`src/rtl/dfr_pkg.sv`:
```
// ----------------------------------------------------------------------------
// dfr_pkg
// Shared types and constants of the checked frame deframer: header layout,
// status codes, register indexes, result record and the crc-32c byte update.
// ----------------------------------------------------------------------------
package dfr_pkg;

    localparam int HEADER_BYTES = 24;
    localparam int HDR_CNT_W    = 5;

    // header byte offsets
    localparam logic [HDR_CNT_W-1:0] OFS_VERSION  = 5'd4;
    localparam logic [HDR_CNT_W-1:0] OFS_RESERVED = 5'd6;
    localparam logic [HDR_CNT_W-1:0] OFS_SEQUENCE = 5'd8;
    localparam logic [HDR_CNT_W-1:0] OFS_LENGTH   = 5'd16;
    localparam logic [HDR_CNT_W-1:0] OFS_CRC      = 5'd20;
    localparam logic [HDR_CNT_W-1:0] OFS_LAST     = 5'(HEADER_BYTES - 1);

    localparam logic [31:0] CRC_POLY = 32'h82F6_3B78;
    localparam logic [31:0] CRC_INIT = 32'hFFFF_FFFF;

    // configuration register indexes
    localparam int CFG_INDEX_W = 2;
    localparam logic [CFG_INDEX_W-1:0] CFG_FRAME_MAGIC   = 2'd0;
    localparam logic [CFG_INDEX_W-1:0] CFG_FRAME_VERSION = 2'd1;
    localparam logic [CFG_INDEX_W-1:0] CFG_MAX_PAYLOAD   = 2'd2;

    localparam logic [31:0] RST_FRAME_MAGIC   = 32'd0;
    localparam logic [15:0] RST_FRAME_VERSION = 16'd1;
    localparam logic [31:0] RST_MAX_PAYLOAD   = 32'd65536;

    // result status codes
    localparam logic [2:0] ST_BUSY        = 3'd0;
    localparam logic [2:0] ST_GOOD        = 3'd1;
    localparam logic [2:0] ST_BAD_MAGIC   = 3'd2;
    localparam logic [2:0] ST_BAD_VERSION = 3'd3;
    localparam logic [2:0] ST_TOO_LONG    = 3'd4;
    localparam logic [2:0] ST_CRC_BAD     = 3'd5;
    localparam logic [2:0] ST_FAILED      = 3'd6;

    typedef struct packed {
        logic [7:0]  payload_byte;
        logic        has_byte;
        logic [63:0] frame_sequence;
        logic [31:0] frame_length;
        logic        end_of_frame;
        logic [2:0]  status;
    } result_t;

    // reflected crc-32c over one byte, one bit per step
    function automatic logic [31:0] crc32c_byte(input logic [31:0] crc,
                                                input logic [7:0] b);
        logic [31:0] c;
        c = crc ^ {24'd0, b};
        for (int i = 0; i < 8; i++) begin
            c = (c >> 1) ^ (c[0] ? CRC_POLY : 32'd0);
        end
        return c;
    endfunction

endpackage

```
`src/rtl/dfr_if.sv`:
```


interface dfr_result_if;
    logic        valid;
    logic        ready;
    logic [7:0]  payload_byte;
    logic        has_byte;
    logic [63:0] frame_sequence;
    logic [31:0] frame_length;
    logic        end_of_frame;
    logic [2:0]  status;

    modport source (output valid, output payload_byte, output has_byte,
                    output frame_sequence, output frame_length,
                    output end_of_frame, output status, input ready);
    modport sink   (input valid, input payload_byte, input has_byte,
                    input frame_sequence, input frame_length,
                    input end_of_frame, input status, output ready);
endinterface


```
`src/rtl/dfr_queue.sv`:
```
// ----------------------------------------------------------------------------
// dfr_queue
// Result queue between the parser and the output channel; its head register
// drives the result channel directly. DEPTH from 2 up.
// ----------------------------------------------------------------------------
module dfr_queue
    import dfr_pkg::*;
#(
    parameter int DEPTH = 2
)
(
    input  logic          clk,
    input  logic          rst_n,
    input  logic          push,
    input  result_t       push_data,
    output logic          full,
    dfr_result_if.source  result
);

    localparam int PTR_W = $clog2(DEPTH);
    localparam int CNT_W = $clog2(DEPTH + 1);

    result_t            mem_reg [DEPTH];
    logic [PTR_W-1:0]   wr_ptr_reg, wr_ptr_next;
    logic [PTR_W-1:0]   rd_ptr_reg, rd_ptr_next;
    logic [CNT_W-1:0]   count_reg, count_next;
    logic               pop;
    result_t            head;

    assign full         = (count_reg == CNT_W'(DEPTH));
    assign result.valid = (count_reg != '0);
    assign pop          = result.valid && result.ready;
    assign head         = mem_reg[rd_ptr_reg];

    assign result.payload_byte   = head.payload_byte;
    assign result.has_byte       = head.has_byte;
    assign result.frame_sequence = head.frame_sequence;
    assign result.frame_length   = head.frame_length;
    assign result.end_of_frame   = head.end_of_frame;
    assign result.status         = head.status;

    always_comb
    begin
        wr_ptr_next = wr_ptr_reg;
        rd_ptr_next = rd_ptr_reg;
        count_next  = count_reg;
        if (push)
        begin
            wr_ptr_next = (wr_ptr_reg == PTR_W'(DEPTH - 1)) ? '0 : wr_ptr_reg + 1'b1;
        end
        if (pop)
        begin
            rd_ptr_next = (rd_ptr_reg == PTR_W'(DEPTH - 1)) ? '0 : rd_ptr_reg + 1'b1;
        end
        unique case ({push, pop})
            2'b10:   count_next = count_reg + 1'b1;
            2'b01:   count_next = count_reg - 1'b1;
            default: count_next = count_reg;
        endcase
    end

    always_ff @(posedge clk or negedge rst_n)
    begin
        if (!rst_n)
        begin
            wr_ptr_reg <= '0;
            rd_ptr_reg <= '0;
            count_reg  <= '0;
        end
        else
        begin
            wr_ptr_reg <= wr_ptr_next;
            rd_ptr_reg <= rd_ptr_next;
            count_reg  <= count_next;
        end
    end

    always_ff @(posedge clk)
    begin
        if (push)
        begin
            mem_reg[wr_ptr_reg] <= push_data;
        end
    end

endmodule

```
`src/flat_wrapper.sv`:
```
// flat-port wrapper written by rule: the top's interface ports become plain ports
module dfr_queue_flat import dfr_pkg::*;
#(
    parameter int DEPTH = 2
)
  (clk, rst_n, push, push_data, full, result_valid, result_payload_byte, result_has_byte, result_frame_sequence, result_frame_length, result_end_of_frame, result_status, result_ready);
  dfr_result_if result_i ();
  input  logic clk;
  input  logic rst_n;
  input  logic push;
  input  result_t push_data;
  output logic full;
  output wire logic [$bits(result_i.valid)-1:0] result_valid;
  output wire logic [$bits(result_i.payload_byte)-1:0] result_payload_byte;
  output wire logic [$bits(result_i.has_byte)-1:0] result_has_byte;
  output wire logic [$bits(result_i.frame_sequence)-1:0] result_frame_sequence;
  output wire logic [$bits(result_i.frame_length)-1:0] result_frame_length;
  output wire logic [$bits(result_i.end_of_frame)-1:0] result_end_of_frame;
  output wire logic [$bits(result_i.status)-1:0] result_status;
  input wire logic [$bits(result_i.ready)-1:0] result_ready;
  assign result_valid = result_i.valid;
  assign result_payload_byte = result_i.payload_byte;
  assign result_has_byte = result_i.has_byte;
  assign result_frame_sequence = result_i.frame_sequence;
  assign result_frame_length = result_i.frame_length;
  assign result_end_of_frame = result_i.end_of_frame;
  assign result_status = result_i.status;
  assign result_i.ready = result_ready;
  dfr_queue #(.DEPTH(DEPTH)) u_core (.clk(clk), .rst_n(rst_n), .push(push), .push_data(push_data), .full(full), .result(result_i));
endmodule
```
`config.mk`:
```
export PLATFORM = sky130hd
export DESIGN_NAME = dfr_queue_flat
export DESIGN_NICKNAME = d
export VERILOG_FILES = /design/src/rtl/dfr_pkg.sv /design/src/rtl/dfr_if.sv /design/src/rtl/dfr_queue.sv /design/src/flat_wrapper.sv
export SDC_FILE = /design/constraint.sdc
export NUM_CORES = 1
export LEC_CHECK = 0
export BUFFER_PORTS_ARGS = -buffer_cell sky130_fd_sc_hd__buf_2
export CORE_UTILIZATION = 45
export CTS_BUF_LIST = sky130_fd_sc_hd__clkbuf_4 sky130_fd_sc_hd__clkbuf_8 sky130_fd_sc_hd__clkbuf_16
export CTS_CLUSTER_SIZE = 10
export DETAILED_ROUTE_END_ITERATION = 10
export MAX_ROUTING_LAYER = met4
export PLACE_DENSITY = 0.7
export SYNTH_ARGS = -nofsm -noshare
export SYNTH_HDL_FRONTEND = slang
export SYNTH_SLANG_ARGS = --single-unit
```
`constraint.sdc`:
```
create_clock -name clk -period 11.2 [get_ports clk]
set_input_delay 1.12 -clock clk [delete_from_list [all_inputs] [get_ports clk]]
set_output_delay 1.12 -clock clk [all_outputs]
set_load 0.02 [all_outputs]
```
==> flow_metrics.py <==
metrics = {
    "min_path": {
        "hp-class": "input port to async pin",
    },
    "floorplan": {
        "die_h_um": 136,
        "initial_core_util_pct": 46.5,
        "num_rows": 48,
        "die_w_um": 136,
        "core_mm2": 0.0174,
        "ioPinCount": 224,
        "dieArea_mm2": 0.0185,
    },
    "power_and_ir_drop": {
        "power_switching_uw": 839,
        "power_density_mw_per_mm2": 269,
        "swShare_pct": 30.5,
        "leakage_uw": 0.00386,
        "combPwrFrac_pct": 29.4,
        "pwr-share-seq_pct": 42.6,
        "ir_worst_vdd_mv": 0.149,
        "pwr-share-clk_pct": 28.0,
        "p_int_uw": 1910,
        "p_total_uw": 2750,
    },
    "sta": {
        "fin_tns_setup_ps": 0,
        "fin_crit_ps": 3890,
        "fin_worst_skew_ps": 19.6,
        "final_hold_viol_count": 0,
        "fin_crit_sh_pct": 34.8,
        "hold_ws_ps": 413,
        "finalWorstSetupSlack_ps": 7310,
        "rsz0062_at_grt": "false",
        "drv_slew": 0,
        "worst_slew_pin_slew_ps": 965,
        "slew_headroom_pct": 35.7,
        "setup_viol": 0,
        "fmax_mhz": 257,
    },
    "synthesis": {
        "ys_ff_latch": 222,
        "syn_nets": 470,
        "synth-seq-area-share_pct": 82.1,
        "ys_types": 14,
        "avgSynthCellArea_um2": 22.8,
        "ys.warnings.count": 0,
        "syn_area_mm2": 0.00810,
        "netlist_instances": 356,
    },
    "global_route": {
        "met2_usage_pct": 27.5,
        "antenna_found_initial": 3,
        "grt_max_degree": 73,
        "grt_overflow": 0,
        "grt_pass1_vias": 4402,
        "grt_use_met3_pct": 3.54,
        "use_met1_pct": 19.1,
        "grt_pass1_wl_mm": 22.4,
        "grt_use_total_pct": 16.4,
        "busiest_layer": "met2",
    },
    "routing": {
        "post_drt_wl_per_cell_um": 17.8,
        "drc": 0,
        "drt-pass1-iter-count": 4,
        "wl_mm": 15.0,
        "ant_nets": 0,
        "drt_iter0_drc": 156,
        "routed_via_density": 4.90,
        "vias": 4109,
    },
    "setup_path": {
        "crit_fanout": 72,
        "rr_worst_depth": 2,
        "worst_setup_path_end_kind": "primary output",
        "path_class": "flip-flop to primary output",
        "cp_data_required_time_ps": 10080,
        "ff2ff_setup_slack_ps": 8930,
        "r2r-start": "u_core.wr_ptr_reg",
        "arrival_ps": 2770,
        "timing.rr.end": "u_core.mem_reg[1][96]",
        "start_kind": "flip-flop",
    },
    "placed_design": {
        "port_buffers": 223,
        "place_inst": 796,
        "dp_hpwl_mm": 9.62,
        "dpl_worst_slack_ps": 7800,
        "gp_congestion": 0.745,
    },
    "layout": {
        "fin_cells": 839,
        "nets": 713,
        "largest_reg_flops": 218,
        "layout-drive-gt1-share_pct": 62.1,
        "area_growth_pct": 26.0,
        "n_fill_cell": 1313,
    },
    "clock_network": {
        "cts_tree": "yes",
        "clock-sinks": 222,
        "cts_inserted_buffers": 26,
        "clock_latency_ps": 510,
        "htree_levels": 1,
        "hold_buffers": 0,
        "cts_setup_buffers": 0,
        "ctsResizeCount": 0,
        "path_clk_slew_ps": 50,
        "cts_max_path_buffers": 3,
        "cts-root-buf": "clkbuf_16",
    },
    "flow_run": {
        "maxCapViolations": 0,
    },
    "outcome": {
        "status": "finished clean",
    },
}
==> worst max path at each step <==
stage                      startpoint                   endpoint  slack (ps)  depth (start not counted)
finish              u_core.rd_ptr_reg    result_frame_length[27]        7310                          3
global route        u_core.rd_ptr_reg  result_frame_sequence[30]        7140                          3
detailed placement  u_core.rd_ptr_reg           result_status[2]        7800                          3
global placement    u_core.rd_ptr_reg           result_status[2]        7820                          3
CTS                 u_core.rd_ptr_reg           result_status[2]        7240                          3
floorplan                        push       u_core.mem_reg[0][0]        4940                          2
==> power by group through the flow <==
stage	clock [µW]	combinational [µW]	sequential, µW
after global routing	818	864	1190
after CTS	791	825	1170
final	769	808	1170
after floorplan	0	621	1170
after detailed placement	0	819	1190
after global placement	0	814	1180
==> layer usage <==
layer / routed length, µm / vias to the layer above
met5: 0 / -
met4: 470 / 0
met3: 967 / 36
met2: 7790 / 150
met1: 5730 / 2018
li1: - / 1905
==> through the flow <==
step	instance area, µm²	util, %
after floorplan	8100	-
after global placement	9410	54.0
after detailed placement	9410	54.0
after CTS	10200	58.5
after global routing	10200	58.6
final	10200	58.6
==> placed cells by master, fill, tap and decap left out, drive strengths merged <==
cell	n
and2b	1
or2	1
and2	2
nor2	2
clkbuf	37
mux2	109
inv	1
edfxtp	218
buf	227
xor2	3
bufinv	1
clkinv	1
ha	1
xnor2	2
dfrtp	4
diode	4
==> critical path: stages (launching register included) <==
cell and delay, ps:
dfrtp_4 760, buf_4 780, mux2_2 430, buf_2 160
==> cells by family after synthesis <==
logic type / Yosys count / synth area share (%)
flip-flops: 222 / 82.1
multiplexers: 109 / 15.2
buffers and inverters: 13 / 1.64
AND/OR/NAND/NOR: 6 / 0.448
XOR/XNOR: 5 / 0.541
adder cells (fa/ha/maj): 1 / 0.154
==> layout make-up <==
cell class	count	area (µm²)	area share, %
Inverter	1	3.75	0.0368
Antenna cell	4	10.0	0.0981
Tap cell	225	282	2.76
Clock buffer	37	751	7.36
Multi-Input combinational cell	121	1330	13.0
Timing Repair Buffer	227	1150	11.2
Sequential cell	222	6650	65.2
Clock inverter	2	33.8	0.331
==> synthesized netlist by cell type <==
| library cell | n | area (µm²) |
|---|---|---|
| dfrtp_1 | 4 | 100 |
| inv_1 | 1 | 3.75 |
| and2_1 | 1 | 6.26 |
| buf_2 | 1 | 5.00 |
| buf_6 | 11 | 124 |
| edfxtp_1 | 218 | 6550 |
| nor2_1 | 2 | 7.51 |
| xnor2_1 | 2 | 17.5 |
| and2b_1 | 1 | 7.51 |
| xor2_1 | 3 | 26.3 |
| or2_2 | 1 | 6.26 |
| mux2_2 | 109 | 1230 |
| and2_4 | 1 | 8.76 |
| ha_1 | 1 | 12.5 |
No activity file was read; power rests on OpenSTA's default activity.
